`src/hw/rtl/b2da_pkg.sv`:
```
`default_nettype none

package b2da_pkg;

  // Input width and decimal capacity
  localparam int VALUE_W  = 64;
  localparam int DIGITS   = 20;
  localparam int BCD_W    = 4 * DIGITS;
  localparam int BIT_CNT_W = 6;
  localparam int DIG_CNT_W = 5;

  // ASCII '0', reduced to the six output bits
  localparam logic [5:0] ASCII_ZERO = 6'd48;

  // Controller to datapath
  typedef struct packed {
    logic load;   // capture a new value, clear the BCD register
    logic step;   // one shift-and-add-3 iteration
    logic shift;  // drop the top BCD digit
    logic emit;   // move the top BCD digit into the output register
  } b2da_cmd_t;

  // Datapath to controller
  typedef struct packed {
    logic bit_last;  // final conversion iteration
    logic top_zero;  // top BCD digit is zero
    logic one_left;  // only one digit remains
    logic out_free;  // output register can take a digit this cycle
  } b2da_status_t;

endpackage

`default_nettype wire

```
`src/hw/rtl/binary_to_decimal_ascii.sv`:
```
// Unsigned 64-bit binary to decimal ASCII text.
//
// Item channel: value with item_valid/item_stall; a value transfers at a
// clock edge with item_valid high and item_stall low. Digit channel:
// digit_char/last with digit_valid/digit_stall; one transfer per digit,
// most significant first, no leading zeros, last high on the final digit.
// A zero value gives the single character '0' with last set.
//
// Conversion: after a value transfers, 64 iterations of shift-and-add-3 build
// 20 BCD digits, then leading zeros are dropped one per cycle and the rest
// are unloaded one per cycle while the digit channel does not stall.
//
// A stall on the digit channel holds the current digit and pauses the
// unload; the next value is taken once the final digit sits in the output
// register. Reset clears the controller and the output valid; a
// conversion in progress is lost.
`default_nettype none

module binary_to_decimal_ascii
  import b2da_pkg::*;
(
  input  wire logic                clk,
  input  wire logic                rst,
  input  wire logic                item_valid,
  output logic                     item_stall,
  input  wire logic [VALUE_W-1:0]  value,
  output logic                     digit_valid,
  input  wire logic                digit_stall,
  output logic [5:0]               digit_char,
  output logic                     last
);

  b2da_cmd_t    cmd;
  b2da_status_t status;

  b2da_ctrl u_ctrl (
    .clk        (clk),
    .rst        (rst),
    .item_valid (item_valid),
    .item_stall (item_stall),
    .status     (status),
    .cmd        (cmd)
  );

  b2da_dp u_dp (
    .clk         (clk),
    .rst         (rst),
    .value       (value),
    .cmd         (cmd),
    .status      (status),
    .digit_valid (digit_valid),
    .digit_stall (digit_stall),
    .digit_char  (digit_char),
    .last        (last)
  );

endmodule

`default_nettype wire

```
`src/hw/rtl/b2da_ctrl.sv`:
```
`default_nettype none

module b2da_ctrl
  import b2da_pkg::*;
(
  input  wire logic         clk,
  input  wire logic         rst,
  input  wire logic         item_valid,
  output logic              item_stall,
  input  wire b2da_status_t status,
  output b2da_cmd_t         cmd
);

  localparam logic [1:0] S_IDLE = 2'd0;
  localparam logic [1:0] S_CONV = 2'd1;
  localparam logic [1:0] S_SKIP = 2'd2;
  localparam logic [1:0] S_EMIT = 2'd3;

  logic [1:0] state;
  logic [1:0] state_next;

  // Take a new value only between conversions
  assign item_stall = (state != S_IDLE);

  // Sequence load, conversion, leading-zero skip and digit unload
  always_comb begin
    state_next = state;
    cmd        = '0;
    unique case (state)
      S_IDLE: begin
        if (item_valid) begin
          cmd.load   = 1'b1;
          state_next = S_CONV;
        end
      end
      S_CONV: begin
        cmd.step = 1'b1;
        if (status.bit_last) begin
          state_next = S_SKIP;
        end
      end
      S_SKIP: begin
        if (status.top_zero && !status.one_left) begin
          cmd.shift = 1'b1;
        end else begin
          state_next = S_EMIT;
        end
      end
      S_EMIT: begin
        if (status.out_free) begin
          cmd.emit  = 1'b1;
          cmd.shift = 1'b1;
          if (status.one_left) begin
            state_next = S_IDLE;
          end
        end
      end
      default: begin
        state_next = S_IDLE;
      end
    endcase
  end

  // Hold state
  always_ff @(posedge clk) begin
    if (rst) begin
      state <= S_IDLE;
    end else begin
      state <= state_next;
    end
  end

  // Last digit unloaded returns to idle
  a_emit_done: assert property (@(posedge clk) disable iff (rst)
    (state == S_EMIT && status.out_free && status.one_left) |=> (state == S_IDLE))
    else $error("controller did not return to idle after the last digit");

  // An accepted value starts a conversion
  a_load_conv: assert property (@(posedge clk) disable iff (rst)
    (item_valid && !item_stall) |=> (state == S_CONV))
    else $error("accepted value did not start a conversion");

endmodule

`default_nettype wire

```
`src/hw/rtl/b2da_dp.sv`:
```
`default_nettype none

module b2da_dp
  import b2da_pkg::*;
(
  input  wire logic                clk,
  input  wire logic                rst,
  input  wire logic [VALUE_W-1:0]  value,
  input  wire b2da_cmd_t           cmd,
  output b2da_status_t             status,
  output logic                     digit_valid,
  input  wire logic                digit_stall,
  output logic [5:0]               digit_char,
  output logic                     last
);

  logic [VALUE_W-1:0]   bin;
  logic [BCD_W-1:0]     bcd;
  logic [BCD_W-1:0]     bcd_adj;
  logic [BIT_CNT_W-1:0] bit_cnt;
  logic [DIG_CNT_W-1:0] dig_rem;
  logic [3:0]           top_digit;

  assign top_digit = bcd[BCD_W-1 -: 4];

  // Add 3 to every digit of 5 or more before the shift
  always_comb begin
    for (int i = 0; i < DIGITS; i++) begin
      if (bcd[4*i +: 4] >= 4'd5) begin
        bcd_adj[4*i +: 4] = bcd[4*i +: 4] + 4'd3;
      end else begin
        bcd_adj[4*i +: 4] = bcd[4*i +: 4];
      end
    end
  end

  assign status.bit_last = (bit_cnt == BIT_CNT_W'(VALUE_W - 1));
  assign status.top_zero = (top_digit == 4'd0);
  assign status.one_left = (dig_rem == '0);
  assign status.out_free = !digit_valid || !digit_stall;

  // Load, then advance the binary and BCD shift registers and the digit count
  always_ff @(posedge clk) begin
    if (cmd.load) begin
      bin     <= value;
      bcd     <= '0;
      bit_cnt <= '0;
      dig_rem <= DIG_CNT_W'(DIGITS - 1);
    end else if (cmd.step) begin
      bin     <= {bin[VALUE_W-2:0], 1'b0};
      bcd     <= {bcd_adj[BCD_W-2:0], bin[VALUE_W-1]};
      bit_cnt <= bit_cnt + 1'b1;
    end else if (cmd.shift) begin
      bcd     <= {bcd[BCD_W-5:0], 4'd0};
      dig_rem <= dig_rem - 1'b1;
    end
  end

  // Load the output register with the top digit
  always_ff @(posedge clk) begin
    if (cmd.emit) begin
      digit_char <= ASCII_ZERO + {2'b00, top_digit};
      last       <= status.one_left;
    end
  end

  // Set on a new digit, drop after its transfer
  always_ff @(posedge clk) begin
    if (rst) begin
      digit_valid <= 1'b0;
    end else if (cmd.emit) begin
      digit_valid <= 1'b1;
    end else if (!digit_stall) begin
      digit_valid <= 1'b0;
    end
  end

  // A full 64-bit value never leads with a digit above 1
  a_top_digit: assert property (@(posedge clk) disable iff (rst)
    (cmd.step && status.bit_last) |=> (top_digit <= 4'd1))
    else $error("BCD top digit out of range after conversion");

  // Every digit shown is a decimal character
  a_char_range: assert property (@(posedge clk) disable iff (rst)
    digit_valid |-> (digit_char >= 6'd48 && digit_char <= 6'd57))
    else $error("output character is not a decimal digit");

endmodule

`default_nettype wire
```
`config.mk`:
```
export PLATFORM = sky130hd
export DESIGN_NAME = binary_to_decimal_ascii
export DESIGN_NICKNAME = d
export VERILOG_FILES = /design/src/hw/rtl/b2da_pkg.sv /design/src/hw/rtl/binary_to_decimal_ascii.sv /design/src/hw/rtl/b2da_ctrl.sv /design/src/hw/rtl/b2da_dp.sv
export SDC_FILE = /design/constraint.sdc
export NUM_CORES = 1
export LEC_CHECK = 0
export BUFFER_PORTS_ARGS = -buffer_cell sky130_fd_sc_hd__buf_2
export CAP_MARGIN = 15
export CORE_MARGIN = 4
export CORE_UTILIZATION = 65
export CTS_CLUSTER_DIAMETER = 40
export DETAILED_ROUTE_END_ITERATION = 10
export MAX_ROUTING_LAYER = met4
export PLACE_DENSITY = 0.86
export SLEW_MARGIN = 20
export SYNTH_ARGS = -nofsm -noshare
export SYNTH_HDL_FRONTEND = slang
export SYNTH_HIERARCHICAL = 1
export SYNTH_SLANG_ARGS = --single-unit
export TNS_END_PERCENT = 1
```
`constraint.sdc`:
```
create_clock -name clk -period 10.6 [get_ports clk]
set_input_delay 0.53 -clock clk [delete_from_list [all_inputs] [get_ports clk]]
set_output_delay 0.53 -clock clk [all_outputs]
set_load 0.02 [all_outputs]
```
==> impl_metrics.py <==
metrics = {
    "worst_setup_path": {
        "cp_num_buf_inv": 2,
        "critPathMaxStageDelay_ns": 0.66,
        "cp_cell_sequence": "inv_1 > ha_1 > nor4b_1 > and3b_4 > or2_4 > buf_4 > mux2_2 > o21ai_0 > a31oi_1",
        "required_ns": 10.86,
        "crit_fanout": 53,
        "critPathKind": "reg -> reg",
        "worstPathArrival_ns": 3.48,
        "worst_path_max_delay_cell": "buf_4",
        "cpLargestDelayFamily": "simple AND/OR/NAND/NOR gates",
        "startpoint_type": "flip-flop",
        "endpoint_kind": "flip-flop",
    },
    "die": {
        "start_util_pct": 67.3,
        "die_height_microns": 129,
        "coreArea_sq_um": 14000,
        "dieArea_sq_um": 16500,
        "ioPinCount": 77,
        "std_cell_rows": 43,
        "fp.dieW_microns": 129,
    },
    "placement": {
        "hpwl_microns": 12000,
        "port_buffers": 74,
        "place_congestion": 0.805,
        "dpl.cell_count": 1096,
    },
    "yosys": {
        "synth_edf_count": 69,
        "synth.avg_cell_area_sq_um": 10.4,
        "netlist_top_cells_area": "edfxtp_1 (22%), dfxtp_1 (20%), mux2_2 (9.6%)",
        "synth_seq_area_share_pct": 41.8,
        "synthArstFlopShare_pct": 0,
        "ys_seq_elements": 163,
        "synth_area_leader_cell": "edfxtp_1",
        "synth_cells": 905,
        "ys_warn_count": 6,
        "synth_top_area_share_pct": 21.9,
        "netlist_area_sq_um": 9450,
        "yosysUniqueCellTypes": 49,
        "yosys_most_used_dff": "dfxtp_1",
    },
    "timing": {
        "slew_viol_final": 0,
        "setup_viol": 0,
        "fmaxAchievable_ghz": 0.310,
        "hold_viol_final": 0,
        "worst_pin_slew_ns": 0.820,
        "finClkSkew_ns": 0.0105,
        "setup_tns_ns": 0,
        "rsz0062_at_grt": "false",
        "fin_crit_ns": 3.22,
        "timing.final.crit_share_pct": 30.4,
        "slew_headroom_pct": 45.3,
    },
    "routing": {
        "via_per_inst": 6.35,
        "routed_wl_microns": 20200,
        "dr_total_vias": 7162,
        "ant_nets": 0,
        "initialDrtViolationCount": 634,
        "wl_per_cell_microns": 17.9,
        "drc": 0,
        "drtPass1Iterations": 5,
    },
    "layout": {
        "antenna_cells": 0,
        "instances_no_fill": 1128,
        "fillers": 907,
        "final-seq-area_sq_um": 3950,
        "multi_input_area_sq_um": 4920,
        "fin_nets": 1050,
        "drive_above_1_share_pct": 23.0,
        "area_growth_pct": 8.46,
        "layout_commonest_cell": "dfxtp_1",
        "final_cell_mix": "dfxtp_1 (94), mux2_2 (81), buf_2 (74), edfxtp_1 (69), nand2_1 (66)",
    },
    "power": {
        "p_sw_w": 0.00121,
        "power_frac_comb_pct": 41.2,
        "power.leakage_nw": 3.52,
        "p_per_area_nw_per_um2": 296,
        "p_seq_share_pct": 40.0,
        "vdd_drop_max_mv": 0.180,
        "swShare_pct": 39.8,
        "p_int_w": 0.00182,
        "clockPowerShare_pct": 18.8,
        "p_total_w": 0.00303,
    },
    "status": {
        "status": "finished clean",
    },
    "global_routing": {
        "grt_use_met3_pct": 4.94,
        "grt_usage_pct": 25.8,
        "grt_pass1_wl_microns": 34100,
        "grtUsageMet2_pct": 39.4,
        "grt_pass1_vias": 6858,
        "grtUsageMet1_pct": 34.8,
        "antenna_found_initial": 0,
        "grt_max_degree": 85,
        "grt_overflow": 0,
        "grt-busiest-layer": "met2",
    },
    "clock_tree": {
        "clock-sinks": 163,
        "tritoncts": "yes",
        "numCtsBuffers": 17,
        "cts_resized": 0,
        "htree_levels": 4,
        "clk_pin_slew_ns": 0.07,
        "postCtsSetupBuffers": 0,
        "clock_latency_ns": 0.43,
        "clock_tree.buffer_depth": 2,
        "root_buffer": "clkbuf_16",
        "hold_buffers": 0,
    },
    "flow_run": {
        "max-cap-violations": 0,
    },
    "worst_hold_path": {
        "hp-class": "in -> reg",
    },
}
==> cell usage after synthesis, drive strengths merged, types with 4 or more instances <==
| library cell | instances |
|---|---|
| clkbuf | 34 |
| buf | 38 |
| a31oi | 18 |
| or3b | 20 |
| nand2b | 35 |
| edfxtp | 69 |
| nand3b | 11 |
| nor2b | 17 |
| a2111o | 40 |
| a211oi | 30 |
| inv | 47 |
| o221ai | 38 |
| nand2 | 66 |
| a21oi | 44 |
| dfxtp | 94 |
| nand3 | 23 |
| mux2 | 81 |
| ha | 47 |
| a32oi | 5 |
| mux2i | 40 |
| nor2 | 13 |
| and2 | 4 |
| nor3b | 22 |
| xor2 | 4 |
| o21ai | 44 |
==> flip-flops by register name, summed over array words and instances (netlist names) <==
| name | flops |
|---|---|
| u_dp/last | 1 |
| u_dp/bit_cnt | 6 |
| u_dp/bcd | 80 |
| u_dp/bin | 64 |
| u_dp/dig_rem | 5 |
| u_dp/digit_valid | 1 |
| u_ctrl/state | 2 |
| u_dp/digit_char | 4 |
==> through the flow <==
stage / util, % / cell area (sq um) / worst slack [ns] / hold slack (ns)
2_1_floorplan: - / 9460 / 7.10 / 0.452
3_3_place_gp: 69.1 / 9710 / 7.58 / 0.463
3_5_place_dp: 69.1 / 9710 / 7.45 / 0.479
4_1_cts: 73.0 / 10300 / 7.42 / 0.301
5_1_grt: 73.0 / 10300 / 7.23 / 0.301
6_report: 73.0 / 10300 / 7.38 / 0.317
==> worst paths after layout <==
kind,start,slack (ns),endpoint,cells after the start
max reg2reg,u_dp/dig_rem[0],7.38,u_dp/bcd[8],9
min reg2reg,u_dp/bit_cnt[5],0.49,u_dp/bit_cnt[5],2
min,rst,0.32,u_ctrl/state[0],2
max,u_dp/dig_rem[0],7.38,u_dp/bcd[8],9
==> power groups by stage <==
| stage | clock, W | sequential [W] | combinational, W |
|---|---|---|---|
| 2_1_floorplan | 0 | 0.00111 | 0.00109 |
| 6_report | 0.000569 | 0.00121 | 0.00125 |
| 4_1_cts | 0.000576 | 0.00121 | 0.00124 |
| 5_1_grt | 0.000606 | 0.00125 | 0.00139 |
| 3_3_place_gp | 0 | 0.00120 | 0.00118 |
| 3_5_place_dp | 0 | 0.00121 | 0.00122 |
==> worst register-to-register path, stage by stage (launching register included) <==
cell and delay [ns]:
dfxtp_1 0.38, inv_1 0.07, ha_1 0.21, nor4b_1 0.17, and3b_4 0.32, or2_4 0.50
buf_4 0.67, mux2_2 0.45, o21ai_0 0.20, a31oi_1 0.09
==> cell type report <==
class                           count  area share, %
Timing Repair Buffer               82           4.20
Tap cell                          180           2.20
Clock buffer                       19           4.32
Clock inverter                     13          0.988
Multi-Input combinational cell    624           48.0
Inverter                           47           1.73
Sequential cell                   163           38.6
==> logic make-up (layout without fill, tap and decap cells) <==
logic type	after synthesis	after routing	synth area share [%]
and+or+nand+nor	222	222	13.5
xor gates and xnor gates	5	5	0.463
buffers and inverters	119	161	6.34
other	1	2	0.0397
DFF	163	163	41.8
adders and majority gates	47	47	6.22
AOI/OAI and AO/OA	227	227	17.7
muxes	121	121	13.9
==> routing by layer <==
layer,part of all wire [%],vias to the layer above
met4,1.7,0
li1,-,3467
met2,48,198
met1,45,3459
met5,0,-
met3,5.4,38
Note: power is estimated with default switching activity, not from simulation.
